**src/hw/rtl/bfag_pkg.sv**
```systemverilog
`default_nettype none

package bfag_pkg;

  // Widths of the configuration fields and of the result fields
  localparam int CFG_DIM_W  = 14;
  localparam int COLOR_W    = 32;
  localparam int IDX_W      = 26;
  localparam int REG_IDX_W  = 3;
  localparam int MODE_W     = 2;

  localparam logic [COLOR_W-1:0] GREY_FALLBACK = 32'hFF333333;
  localparam logic [COLOR_W-1:0] COLOR_RESET   = 32'hAAAAAAAA;

  // Fill modes; the fourth code has no meaning and reports an error
  localparam logic [MODE_W-1:0] MODE_SOLID  = 2'd0;
  localparam logic [MODE_W-1:0] MODE_TILED  = 2'd1;
  localparam logic [MODE_W-1:0] MODE_SCALED = 2'd2;

  typedef enum logic [REG_IDX_W-1:0] {
    REG_FILL_MODE     = 3'd0,
    REG_FILL_COLOR    = 3'd1,
    REG_CANVAS_W      = 3'd2,
    REG_CANVAS_H      = 3'd3,
    REG_IMAGE_W       = 3'd4,
    REG_IMAGE_H       = 3'd5,
    REG_IMAGE_PRESENT = 3'd6
  } reg_idx_t;

  typedef enum logic [2:0] {
    ST_IDLE,
    ST_LOAD,
    ST_START_X,
    ST_WAIT_X,
    ST_START_Y,
    ST_WAIT_Y,
    ST_ADDR,
    ST_WRITE
  } state_t;

  typedef enum logic {
    AXIS_X,
    AXIS_Y
  } axis_t;

  typedef struct packed {
    logic  accept;
    logic  load;
    logic  div_start;
    logic  capture;
    axis_t axis;
    logic  addr;
    logic  commit;
  } dp_cmd_t;

  typedef struct packed {
    logic err;
    logic fill;
    logic div_done;
    logic out_free;
  } dp_sts_t;

endpackage

`default_nettype wire

```
**src/hw/rtl/bfag_if.sv**
```systemverilog
`default_nettype none

interface bfag_cfg_if import bfag_pkg::*; ();
  logic                 valid;
  logic                 ready;
  logic [REG_IDX_W-1:0] index;
  logic [COLOR_W-1:0]   data;

  modport source (output valid, index, data, input ready);
  modport sink   (input valid, index, data, output ready);
endinterface

interface bfag_tick_if import bfag_pkg::*; ();
  logic valid;
  logic ready;
  logic restart;

  modport source (output valid, restart, input ready);
  modport sink   (input valid, restart, output ready);
endinterface

interface bfag_pixel_if import bfag_pkg::*; ();
  logic               valid;
  logic               ready;
  logic [IDX_W-1:0]   pixel_index;
  logic [IDX_W-1:0]   source_index;
  logic               use_fill;
  logic [COLOR_W-1:0] fill_value;
  logic               status;
  logic               last;

  modport source (output valid, pixel_index, source_index, use_fill, fill_value, status,
                  last, input ready);
  modport sink   (input valid, pixel_index, source_index, use_fill, fill_value, status,
                  last, output ready);
endinterface

`default_nettype wire

```
**src/hw/rtl/bfag_div.sv**
```systemverilog
`default_nettype none

// Restoring divider, one quotient bit per cycle
module bfag_div #(
  parameter int NW = 27,
  parameter int DW = 14
) (
  input  logic          clk,
  input  logic          rst,
  input  logic          start,
  input  logic [NW-1:0] dividend,
  input  logic [DW-1:0] divisor,
  output logic [NW-1:0] quotient,
  output logic [DW-1:0] remainder,
  output logic          done
);

  localparam int CW = $clog2(NW + 1);

  logic [NW-1:0] q;
  logic [DW-1:0] rem;
  logic [DW-1:0] d;
  logic [CW-1:0] cnt;

  logic [DW:0]   rem_sh;
  logic [DW:0]   diff;
  logic          ge;

  assign rem_sh = {rem, q[NW-1]};
  assign diff   = rem_sh - {1'b0, d};
  assign ge     = rem_sh >= {1'b0, d};

  always_ff @(posedge clk) begin
    if (rst) begin
      cnt <= '0;
    end else if (start) begin
      cnt <= CW'(NW);
    end else if (cnt != '0) begin
      cnt <= cnt - CW'(1);
    end
  end

  always_ff @(posedge clk) begin
    if (start) begin
      q   <= dividend;
      rem <= '0;
      d   <= divisor;
    end else if (cnt != '0) begin
      q   <= {q[NW-2:0], ge};
      rem <= ge ? diff[DW-1:0] : rem_sh[DW-1:0];
    end
  end

  assign quotient  = q;
  assign remainder = rem;
  assign done      = (cnt == '0);

endmodule

`default_nettype wire

```
**src/hw/rtl/bfag_ctrl.sv**
```systemverilog
`default_nettype none

module bfag_ctrl import bfag_pkg::*; (
  input  logic    clk,
  input  logic    rst,
  input  logic    in_valid,
  input  dp_sts_t sts,
  output logic    in_ready,
  output dp_cmd_t cmd
);

  state_t state;
  state_t state_next;

  always_ff @(posedge clk) begin
    if (rst) begin
      state <= ST_IDLE;
    end else begin
      state <= state_next;
    end
  end

  always_comb begin
    state_next = state;
    unique case (state)
      ST_IDLE: begin
        if (in_valid) state_next = ST_LOAD;
      end
      ST_LOAD: begin
        if (sts.err) begin
          state_next = ST_WRITE;
        end else if (sts.fill) begin
          state_next = ST_ADDR;
        end else begin
          state_next = ST_START_X;
        end
      end
      ST_START_X: state_next = ST_WAIT_X;
      ST_WAIT_X: begin
        if (sts.div_done) state_next = ST_START_Y;
      end
      ST_START_Y: state_next = ST_WAIT_Y;
      ST_WAIT_Y: begin
        if (sts.div_done) state_next = ST_ADDR;
      end
      ST_ADDR: state_next = ST_WRITE;
      ST_WRITE: begin
        if (sts.out_free) state_next = ST_IDLE;
      end
      default: state_next = ST_IDLE;
    endcase
  end

  always_comb begin
    cmd      = '0;
    cmd.axis = AXIS_X;
    in_ready = 1'b0;
    unique case (state)
      ST_IDLE: begin
        in_ready   = 1'b1;
        cmd.accept = in_valid;
      end
      ST_LOAD:    cmd.load = 1'b1;
      ST_START_X: cmd.div_start = 1'b1;
      ST_WAIT_X:  cmd.capture = sts.div_done;
      ST_START_Y: begin
        cmd.div_start = 1'b1;
        cmd.axis      = AXIS_Y;
      end
      ST_WAIT_Y: begin
        cmd.capture = sts.div_done;
        cmd.axis    = AXIS_Y;
      end
      ST_ADDR:  cmd.addr = 1'b1;
      ST_WRITE: cmd.commit = sts.out_free;
      default: ;
    endcase
  end

endmodule

`default_nettype wire

```
**src/hw/rtl/bfag_dp.sv**
```systemverilog
`default_nettype none

module bfag_dp import bfag_pkg::*; #(
  parameter int MAX_DIM = 8192
) (
  input  logic   clk,
  input  logic   rst,
  bfag_cfg_if.sink     cfg,
  input  logic   restart,
  input  dp_cmd_t cmd,
  output dp_sts_t sts,
  bfag_pixel_if.source pixel
);

  localparam int PW = $clog2(MAX_DIM);
  localparam int DW = $clog2(MAX_DIM + 1);
  localparam int NW = PW + DW;

  // configuration registers
  logic [MODE_W-1:0]    fill_mode;
  logic [COLOR_W-1:0]   fill_color;
  logic [CFG_DIM_W-1:0] canvas_width;
  logic [CFG_DIM_W-1:0] canvas_height;
  logic [CFG_DIM_W-1:0] image_width;
  logic [CFG_DIM_W-1:0] image_height;
  logic                 image_present;

  // walk state and per-pixel work registers
  logic [PW-1:0] dest_x;
  logic [PW-1:0] dest_y;
  logic [PW-1:0] dest_x_next;
  logic [PW-1:0] dest_y_next;
  logic          restart_q;
  logic [PW-1:0] cur_x;
  logic [PW-1:0] cur_y;
  logic [PW-1:0] src_x;
  logic [PW-1:0] src_y;
  logic [NW-1:0] pix_prod;
  logic [NW-1:0] src_prod;
  logic          out_valid;

  logic [DW-1:0] cw, ch, iw, ih;
  logic          image_mode;
  logic          tiled;
  logic          err;
  logic          fill;
  logic [COLOR_W-1:0] fill_val;
  logic          wrap;
  logic [DW-1:0] x_inc;
  logic [DW-1:0] y_inc;
  logic          last_px;

  logic [PW-1:0] pos_sel;
  logic [DW-1:0] isz_sel;
  logic [DW-1:0] csz_sel;
  logic [NW-1:0] div_dividend;
  logic [DW-1:0] div_divisor;
  logic [NW-1:0] div_quot;
  logic [DW-1:0] div_rem;
  logic          div_done;
  logic [PW-1:0] coord;

  function automatic logic [DW-1:0] clamp_dim(input logic [CFG_DIM_W-1:0] v);
    return ({1'b0, v} > (CFG_DIM_W + 1)'(MAX_DIM)) ? DW'(MAX_DIM) : DW'(v);
  endfunction

  assign cw = clamp_dim(canvas_width);
  assign ch = clamp_dim(canvas_height);
  assign iw = clamp_dim(image_width);
  assign ih = clamp_dim(image_height);

  assign image_mode = (fill_mode == MODE_TILED) || (fill_mode == MODE_SCALED);
  assign tiled      = (fill_mode == MODE_TILED);
  assign err = (cw == '0) || (ch == '0) ||
               !((fill_mode == MODE_SOLID) || image_mode) ||
               (image_mode && image_present && ((iw == '0) || (ih == '0)));
  assign fill     = (fill_mode == MODE_SOLID) || !image_present;
  assign fill_val = (fill_mode == MODE_SOLID) ? fill_color : GREY_FALLBACK;

  assign sts.err      = err;
  assign sts.fill     = fill;
  assign sts.div_done = div_done;
  assign sts.out_free = !out_valid || pixel.ready;

  assign cfg.ready = 1'b1;

  // restart, or a position left outside a shrunken canvas, wraps to pixel zero
  assign wrap = restart_q || (DW'(dest_x) >= cw) || (DW'(dest_y) >= ch);

  // source coordinate of one axis: modulo in tiled mode, scaled quotient otherwise
  assign pos_sel = (cmd.axis == AXIS_Y) ? cur_y : cur_x;
  assign isz_sel = (cmd.axis == AXIS_Y) ? ih : iw;
  assign csz_sel = (cmd.axis == AXIS_Y) ? ch : cw;

  assign div_dividend = tiled ? NW'(pos_sel) : NW'(pos_sel) * NW'(isz_sel);
  assign div_divisor  = tiled ? isz_sel : csz_sel;

  bfag_div #(
    .NW (NW),
    .DW (DW)
  ) u_div (
    .clk       (clk),
    .rst       (rst),
    .start     (cmd.div_start),
    .dividend  (div_dividend),
    .divisor   (div_divisor),
    .quotient  (div_quot),
    .remainder (div_rem),
    .done      (div_done)
  );

  always_comb begin
    if (tiled) begin
      coord = PW'(div_rem);
    end else if (div_quot >= NW'(isz_sel)) begin
      coord = PW'(isz_sel - DW'(1));
    end else begin
      coord = PW'(div_quot);
    end
  end

  // raster advance after the current pixel
  assign x_inc   = DW'(cur_x) + DW'(1);
  assign y_inc   = DW'(cur_y) + DW'(1);
  assign last_px = (x_inc == cw) && (y_inc == ch);

  always_comb begin
    if (err) begin
      dest_x_next = '0;
      dest_y_next = '0;
    end else if (x_inc < cw) begin
      dest_x_next = PW'(x_inc);
      dest_y_next = cur_y;
    end else begin
      dest_x_next = '0;
      dest_y_next = (y_inc < ch) ? PW'(y_inc) : '0;
    end
  end

  always_ff @(posedge clk) begin
    if (rst) begin
      fill_mode     <= MODE_SOLID;
      fill_color    <= COLOR_RESET;
      canvas_width  <= '0;
      canvas_height <= '0;
      image_width   <= '0;
      image_height  <= '0;
      image_present <= 1'b0;
      dest_x        <= '0;
      dest_y        <= '0;
      out_valid     <= 1'b0;
    end else begin
      if (cfg.valid) begin
        unique case (reg_idx_t'(cfg.index))
          REG_FILL_MODE:     fill_mode     <= cfg.data[MODE_W-1:0];
          REG_FILL_COLOR:    fill_color    <= cfg.data;
          REG_CANVAS_W:      canvas_width  <= cfg.data[CFG_DIM_W-1:0];
          REG_CANVAS_H:      canvas_height <= cfg.data[CFG_DIM_W-1:0];
          REG_IMAGE_W:       image_width   <= cfg.data[CFG_DIM_W-1:0];
          REG_IMAGE_H:       image_height  <= cfg.data[CFG_DIM_W-1:0];
          REG_IMAGE_PRESENT: image_present <= cfg.data[0];
          default: ;
        endcase
      end
      if (cmd.commit) begin
        dest_x    <= dest_x_next;
        dest_y    <= dest_y_next;
        out_valid <= 1'b1;
      end else if (pixel.ready) begin
        out_valid <= 1'b0;
      end
    end
  end

  always_ff @(posedge clk) begin
    if (cmd.accept) begin
      restart_q <= restart;
    end
    if (cmd.load) begin
      cur_x <= wrap ? '0 : dest_x;
      cur_y <= wrap ? '0 : dest_y;
      src_x <= '0;
      src_y <= '0;
    end
    if (cmd.capture) begin
      if (cmd.axis == AXIS_Y) begin
        src_y <= coord;
      end else begin
        src_x <= coord;
      end
    end
    if (cmd.addr) begin
      pix_prod <= NW'(cur_y) * NW'(cw);
      src_prod <= NW'(src_y) * NW'(iw);
    end
    if (cmd.commit) begin
      if (err) begin
        pixel.pixel_index  <= '0;
        pixel.source_index <= '0;
        pixel.use_fill     <= 1'b0;
        pixel.fill_value   <= '0;
        pixel.status       <= 1'b1;
        pixel.last         <= 1'b1;
      end else begin
        pixel.pixel_index  <= IDX_W'(pix_prod + NW'(cur_x));
        pixel.source_index <= fill ? '0 : IDX_W'(src_prod + NW'(src_x));
        pixel.use_fill     <= fill;
        pixel.fill_value   <= fill ? fill_val : '0;
        pixel.status       <= 1'b0;
        pixel.last         <= last_px;
      end
    end
  end

  assign pixel.valid = out_valid;

endmodule

`default_nettype wire

```
**src/hw/rtl/background_fill_address_gen_core.sv**
```systemverilog
// Background fill address generator.
// Walks a canvas in raster order and produces one output word per input word on
// the tick channel: destination pixel index plus either a fill color or the
// index of the source texel (tiled by modulo, or scaled nearest-neighbor).
// Channels: cfg (register index and data, always ready), tick (restart flag),
// pixel (result word). restart=1 starts the frame at pixel zero.
// One word is in flight at a time. After acceptance, error pixels pass the
// load and write states and fill pixels the load, address and write states.
// Image pixels also run two restoring divisions (x, then y) on one shared
// divider, one quotient bit per cycle, before the address and write states.
// After the write the controller returns to its idle state, where it takes
// the next word.
// The next tick word is taken while a finished result waits in the output
// register; a stalled receiver holds that register and, once the next word is
// done, blocks the block from taking another.
// Reset (synchronous, active high) returns registers to their defaults, the
// walk to pixel zero and drops any pending output word.
`default_nettype none

module background_fill_address_gen_core import bfag_pkg::*; #(
  parameter int MAX_DIM = 8192
) (
  input  logic          clk,
  input  logic          rst,
  bfag_cfg_if.sink      cfg,
  bfag_tick_if.sink     tick,
  bfag_pixel_if.source  pixel
);

  dp_cmd_t cmd;
  dp_sts_t sts;
  logic    in_ready;

  assign tick.ready = in_ready;

  bfag_ctrl u_ctrl (
    .clk      (clk),
    .rst      (rst),
    .in_valid (tick.valid),
    .sts      (sts),
    .in_ready (in_ready),
    .cmd      (cmd)
  );

  bfag_dp #(
    .MAX_DIM (MAX_DIM)
  ) u_dp (
    .clk     (clk),
    .rst     (rst),
    .cfg     (cfg),
    .restart (tick.restart),
    .cmd     (cmd),
    .sts     (sts),
    .pixel   (pixel)
  );

endmodule

`default_nettype wire

```
**src/flat_wrapper.sv**
```systemverilog
// flat-port wrapper written by rule: the top's interface ports become plain ports
module background_fill_address_gen_core_flat import bfag_pkg::*;
#(
  parameter int MAX_DIM = 8192
)
  (clk, rst, cfg_valid, cfg_index, cfg_data, cfg_ready, tick_valid, tick_restart, tick_ready, pixel_valid, pixel_pixel_index, pixel_source_index, pixel_use_fill, pixel_fill_value, pixel_status, pixel_last, pixel_ready);
  bfag_cfg_if cfg_i ();
  bfag_tick_if tick_i ();
  bfag_pixel_if pixel_i ();
  input  logic clk;
  input  logic rst;
  input wire logic [$bits(cfg_i.valid)-1:0] cfg_valid;
  input wire logic [$bits(cfg_i.index)-1:0] cfg_index;
  input wire logic [$bits(cfg_i.data)-1:0] cfg_data;
  output wire logic [$bits(cfg_i.ready)-1:0] cfg_ready;
  input wire logic [$bits(tick_i.valid)-1:0] tick_valid;
  input wire logic [$bits(tick_i.restart)-1:0] tick_restart;
  output wire logic [$bits(tick_i.ready)-1:0] tick_ready;
  output wire logic [$bits(pixel_i.valid)-1:0] pixel_valid;
  output wire logic [$bits(pixel_i.pixel_index)-1:0] pixel_pixel_index;
  output wire logic [$bits(pixel_i.source_index)-1:0] pixel_source_index;
  output wire logic [$bits(pixel_i.use_fill)-1:0] pixel_use_fill;
  output wire logic [$bits(pixel_i.fill_value)-1:0] pixel_fill_value;
  output wire logic [$bits(pixel_i.status)-1:0] pixel_status;
  output wire logic [$bits(pixel_i.last)-1:0] pixel_last;
  input wire logic [$bits(pixel_i.ready)-1:0] pixel_ready;
  assign cfg_i.valid = cfg_valid;
  assign cfg_i.index = cfg_index;
  assign cfg_i.data = cfg_data;
  assign cfg_ready = cfg_i.ready;
  assign tick_i.valid = tick_valid;
  assign tick_i.restart = tick_restart;
  assign tick_ready = tick_i.ready;
  assign pixel_valid = pixel_i.valid;
  assign pixel_pixel_index = pixel_i.pixel_index;
  assign pixel_source_index = pixel_i.source_index;
  assign pixel_use_fill = pixel_i.use_fill;
  assign pixel_fill_value = pixel_i.fill_value;
  assign pixel_status = pixel_i.status;
  assign pixel_last = pixel_i.last;
  assign pixel_i.ready = pixel_ready;
  background_fill_address_gen_core #(.MAX_DIM(MAX_DIM)) u_core (.clk(clk), .rst(rst), .cfg(cfg_i), .tick(tick_i), .pixel(pixel_i));
endmodule
```
**config.mk**
```make
export PLATFORM = sky130hd
export DESIGN_NAME = background_fill_address_gen_core_flat
export DESIGN_NICKNAME = d
export VERILOG_FILES = /design/src/hw/rtl/bfag_pkg.sv /design/src/hw/rtl/bfag_if.sv /design/src/hw/rtl/bfag_div.sv /design/src/hw/rtl/bfag_ctrl.sv /design/src/hw/rtl/bfag_dp.sv /design/src/hw/rtl/background_fill_address_gen_core.sv /design/src/flat_wrapper.sv
export SDC_FILE = /design/constraint.sdc
export NUM_CORES = 2
export LEC_CHECK = 0
export ABC_AREA = 1
export BUFFER_PORTS_ARGS = -buffer_cell sky130_fd_sc_hd__buf_2
export CAP_MARGIN = 10
export CORE_MARGIN = 2
export CORE_UTILIZATION = 60
export CTS_BUF_LIST = sky130_fd_sc_hd__clkbuf_16
export CTS_CLUSTER_DIAMETER = 100
export DETAILED_ROUTE_END_ITERATION = 8
export GPL_TIMING_DRIVEN = 0
export PLACE_DENSITY = 0.74
export REMOVE_ABC_BUFFERS = 1
export SLEW_MARGIN = 20
export SYNTH_ARGS = -nofsm -noshare
export SYNTH_HDL_FRONTEND = slang
export SYNTH_HIERARCHICAL = 1
export SYNTH_SLANG_ARGS = --single-unit
export TNS_END_PERCENT = 5
```
**constraint.sdc**
```tcl
create_clock -name clk -period 19.6 [get_ports clk]
set_input_delay 0.98 -clock clk [delete_from_list [all_inputs] [get_ports clk]]
set_output_delay 0.98 -clock clk [all_outputs]
set_load 0.01 [all_outputs]
```
==> impl_metrics.env <==
export IMPL_fin_skew_ns=0.0259
export IMPL_reg2reg_from="u_core/u_dp/image_width[13]"
export IMPL_hold_viol=0
export IMPL_fillCellCount=5345
export IMPL_grt_pass1_wl_um=164000
export IMPL_seq_area_sq_mm=0.00954
export IMPL_start_util_pct=60.9
export IMPL_seq_area_frac_synth_pct=25.3
export IMPL_maxCapViolations=0
export IMPL_p_leak_nw=20.2
export IMPL_portBuffers=129
export IMPL_min_path_type="reg -> reg"
export IMPL_gr_usage_all_layers_pct=32.5
export IMPL_grt_max_degree=51
export IMPL_grt_pass1_vias=31400
export IMPL_core_rowCount=91
export IMPL_yosys_warnings=6
export IMPL_synth_top_cell_by_area="fa_1"
export IMPL_die_width_um=255
export IMPL_nets=5572
export IMPL_routedWlPerCell_um=18.1
export IMPL_swShare_pct=50.5
export IMPL_fin_setup_tns_ns=0
export IMPL_synth_edf_count=207
export IMPL_startpoint_type="flip-flop"
export IMPL_synth_distinct_cells=58
export IMPL_cp_end_kind="flip-flop"
export IMPL_drt_total_wl_um=103000
export IMPL_via_count=31900
export IMPL_rsz0062_at_grt="false"
export IMPL_setup_viol=0
export IMPL_htreeDepth=2
export IMPL_status="finished clean"
export IMPL_pwr_share_comb_pct=60.6
export IMPL_ctsRootBufferMaster="clkbuf_16"
export IMPL_path_max_fanout=17
export IMPL_synth_seq_cells=373
export IMPL_yosysMostFrequentCell="nand2_1"
export IMPL_dp_hpwl_um=79600
export IMPL_yosys_most_used_dff="edfxtp_1"
export IMPL_criticalPathCategory="reg -> reg"
export IMPL_numClockSinks=373
export IMPL_cts_tree="yes"
export IMPL_ant_nets=0
export IMPL_fin_crit_ns=8.12
export IMPL_drv_slew=0
export IMPL_p_int_mw=2.43
export IMPL_crit_arrival_ns=8.46
export IMPL_drt_first_iter_violations=2928
export IMPL_clkPwrFrac_pct=15.7
export IMPL_cp_required_ns=19.94
export IMPL_multiInputGateArea_sq_mm=0.0239
export IMPL_post_route_period_util_pct=41.5
export IMPL_drc=0
export IMPL_p_seq_share_pct=23.6
export IMPL_relSlewSlack_pct=19.7
export IMPL_syn_inst=4777
export IMPL_min_to="u_core/u_dp/fill_color[2]"
export IMPL_clkLatencyLatePin_ns=0.60
export IMPL_antenna_found_initial=5
export IMPL_overflow=0
export IMPL_crit_slowest_cell="dfxtp_1"
export IMPL_tightestPinTransition_ns=1.20
export IMPL_r2r_end="u_core/u_dp/u_div/quotient[23]"
export IMPL_fmax_mhz=123
export IMPL_synth_top_area_share_pct=21.1
export IMPL_syn_avg_cell_area_sq_um=7.89
export IMPL_synth_area_sq_mm=0.0377
export IMPL_p_sw_mw=2.48
export IMPL_io_pins=131
export IMPL_peakVddDrop_mv=0.120
export IMPL_cp_common_cell="nand2_1"
export IMPL_drive_gt1_share_pct=6.88
export IMPL_synth_top_cells_by_area="fa_1 (21%), edfxtp_1 (16%), ha_1 (11%), nand2_1 (10%), inv_1 (9.2%)"
export IMPL_die_area_sq_mm=0.0648
export IMPL_cts_hold_buffers=0
export IMPL_worstHoldStart="u_core/u_dp/fill_color[2]"
export IMPL_rr_worst_depth=26
export IMPL_die_h_um=255
export IMPL_postCtsResizedCells=0
export IMPL_cts_max_path_buffers=3
export IMPL_via_per_inst=5.61
export IMPL_cts_buffers=42
export IMPL_clk_pin_slew_ns=0.06
export IMPL_postCtsSetupRepairBufs=0
export IMPL_netlist_top_cells_count="nand2_1 (1034), inv_1 (923), nor2_1 (504)"
export IMPL_powerDensity_mw_per_mm2=121
export IMPL_reg2reg_slack_ns=11.48
export IMPL_syn2layout_area_growth_pct=7.21
export IMPL_place_congestion=0.954
export IMPL_coreArea_sq_mm=0.0619
export IMPL_slowest_delay_ns=0.81
export IMPL_dr_pass1_iters=6
export IMPL_async_flop_share_pct=0
export IMPL_p_total_mw=4.91
export IMPL_min_path_cells=2
## stage by stage
stage	worst slack (ns)	utilization, %	cells	hold slack [ns]	instance area, sq um
2_1_floorplan	10.24	-	4617	0.430	37000
3_3_place_gp	7.61	62.4	5583	0.438	38700
3_5_place_dp	11.72	63.0	5600	0.443	39100
4_1_cts	11.68	65.2	5678	0.452	40400
5_1_grt	10.97	65.2	5678	0.474	40400
6_report	11.48	65.2	5679	0.449	40400
## worst max path at each step
| stage | startpoint | to | slack, ns | cells after the start |
|---|---|---|---|---|
| 2_1_floorplan | u_core/u_ctrl/state[2] | u_core/u_dp/u_div/quotient[23] | 10.24 | 27 |
| 3_3_place_gp | u_core/u_ctrl/state[2] | u_core/u_dp/u_div/quotient[22] | 7.61 | 28 |
| 6_report | u_core/u_dp/image_width[13] | u_core/u_dp/u_div/quotient[23] | 11.48 | 26 |
| 5_1_grt | u_core/u_dp/image_width[13] | u_core/u_dp/u_div/quotient[23] | 10.97 | 26 |
| 3_5_place_dp | u_core/u_dp/image_width[13] | u_core/u_dp/u_div/quotient[23] | 11.72 | 26 |
| 4_1_cts | u_core/u_dp/image_width[13] | u_core/u_dp/u_div/quotient[23] | 11.68 | 26 |
## metal layers
layer  GRT usage, %  vias up  wire length, um
met2           53.4     1385            48500
met4           16.0        6             5150
met3           5.47      316             8590
li1               -    14900                -
met5              0        -               37
met1           41.7    15200            40800
## flip-flops by register name (all words and copies together) (netlist names), 14 cells and up
name	cells
u_core/u_dp/pixel.source_index	26
u_core/u_dp/u_div/remainder	14
u_core/u_dp/u_div/d	14
u_core/u_dp/canvas_width	14
u_core/u_dp/canvas_height	14
u_core/u_dp/u_div/quotient	27
u_core/u_dp/image_width	14
u_core/u_dp/pix_prod	26
u_core/u_dp/image_height	14
u_core/u_dp/pixel.pixel_index	26
u_core/u_dp/fill_color	32
u_core/u_dp/pixel.fill_value	32
u_core/u_dp/src_prod	26
## worst max-delay path, delay by kind of cell, from the launching register on
| family | cells | cell delay, ns |
|---|---|---|
| adders and majority gates | 6 | 2.88 |
| and+or+nand+nor | 10 | 2.20 |
| DFF | 1 | 0.81 |
| AOI/OAI and AO/OA | 6 | 1.20 |
| buffers and inverters | 4 | 0.75 |
## cells in the final DEF, fill, tap and decap left out, types with 67 or more instances in the layout
cell,count
o21ai_0,229
buf_2,129
a21oi_1,251
inv_1,925
fa_1,397
edfxtp_1,207
xor2_1,77
nand3_1,139
nand4_1,67
dfxtp_1,166
nand2_1,1034
nor2_1,490
ha_1,326
## power groups by stage
stage	clock, mW	sequential, mW	combinational [mW]
finish	0.772	1.16	2.98
global route	0.812	1.17	3.38
CTS	0.783	1.16	2.93
detailed placement	0	1.17	2.91
global placement	0	1.18	2.82
floorplan	0	1.11	2.13
## kinds of logic (layout without fill, tap and decap cells)
family                   Yosys count  count (layout)  share of synthesized area [%]
AO/OA/AOI/OAI                    585             585                           8.36
XOR/XNOR                         108             108                           2.51
adder cells (fa/ha/maj)          724             724                           31.9
buffers and inverters           1115            1179                           11.4
flip-flops                       373             373                           25.3
other                              1               2                        0.00995
AND/OR/NAND/NOR                 1871            1871                           20.5
## area by class of cell
cell class / count / area share, %
repair buffers: 146 / 2.34
multi-input cells: 3289 / 59.2
clock buffers: 42 / 2.60
inverters: 955 / 8.88
clock inverters: 36 / 0.734
well taps: 837 / 2.59
diodes: 1 / 0.00619
flip-flops and latches: 373 / 23.6
Power figures use the tool's default switching activity.
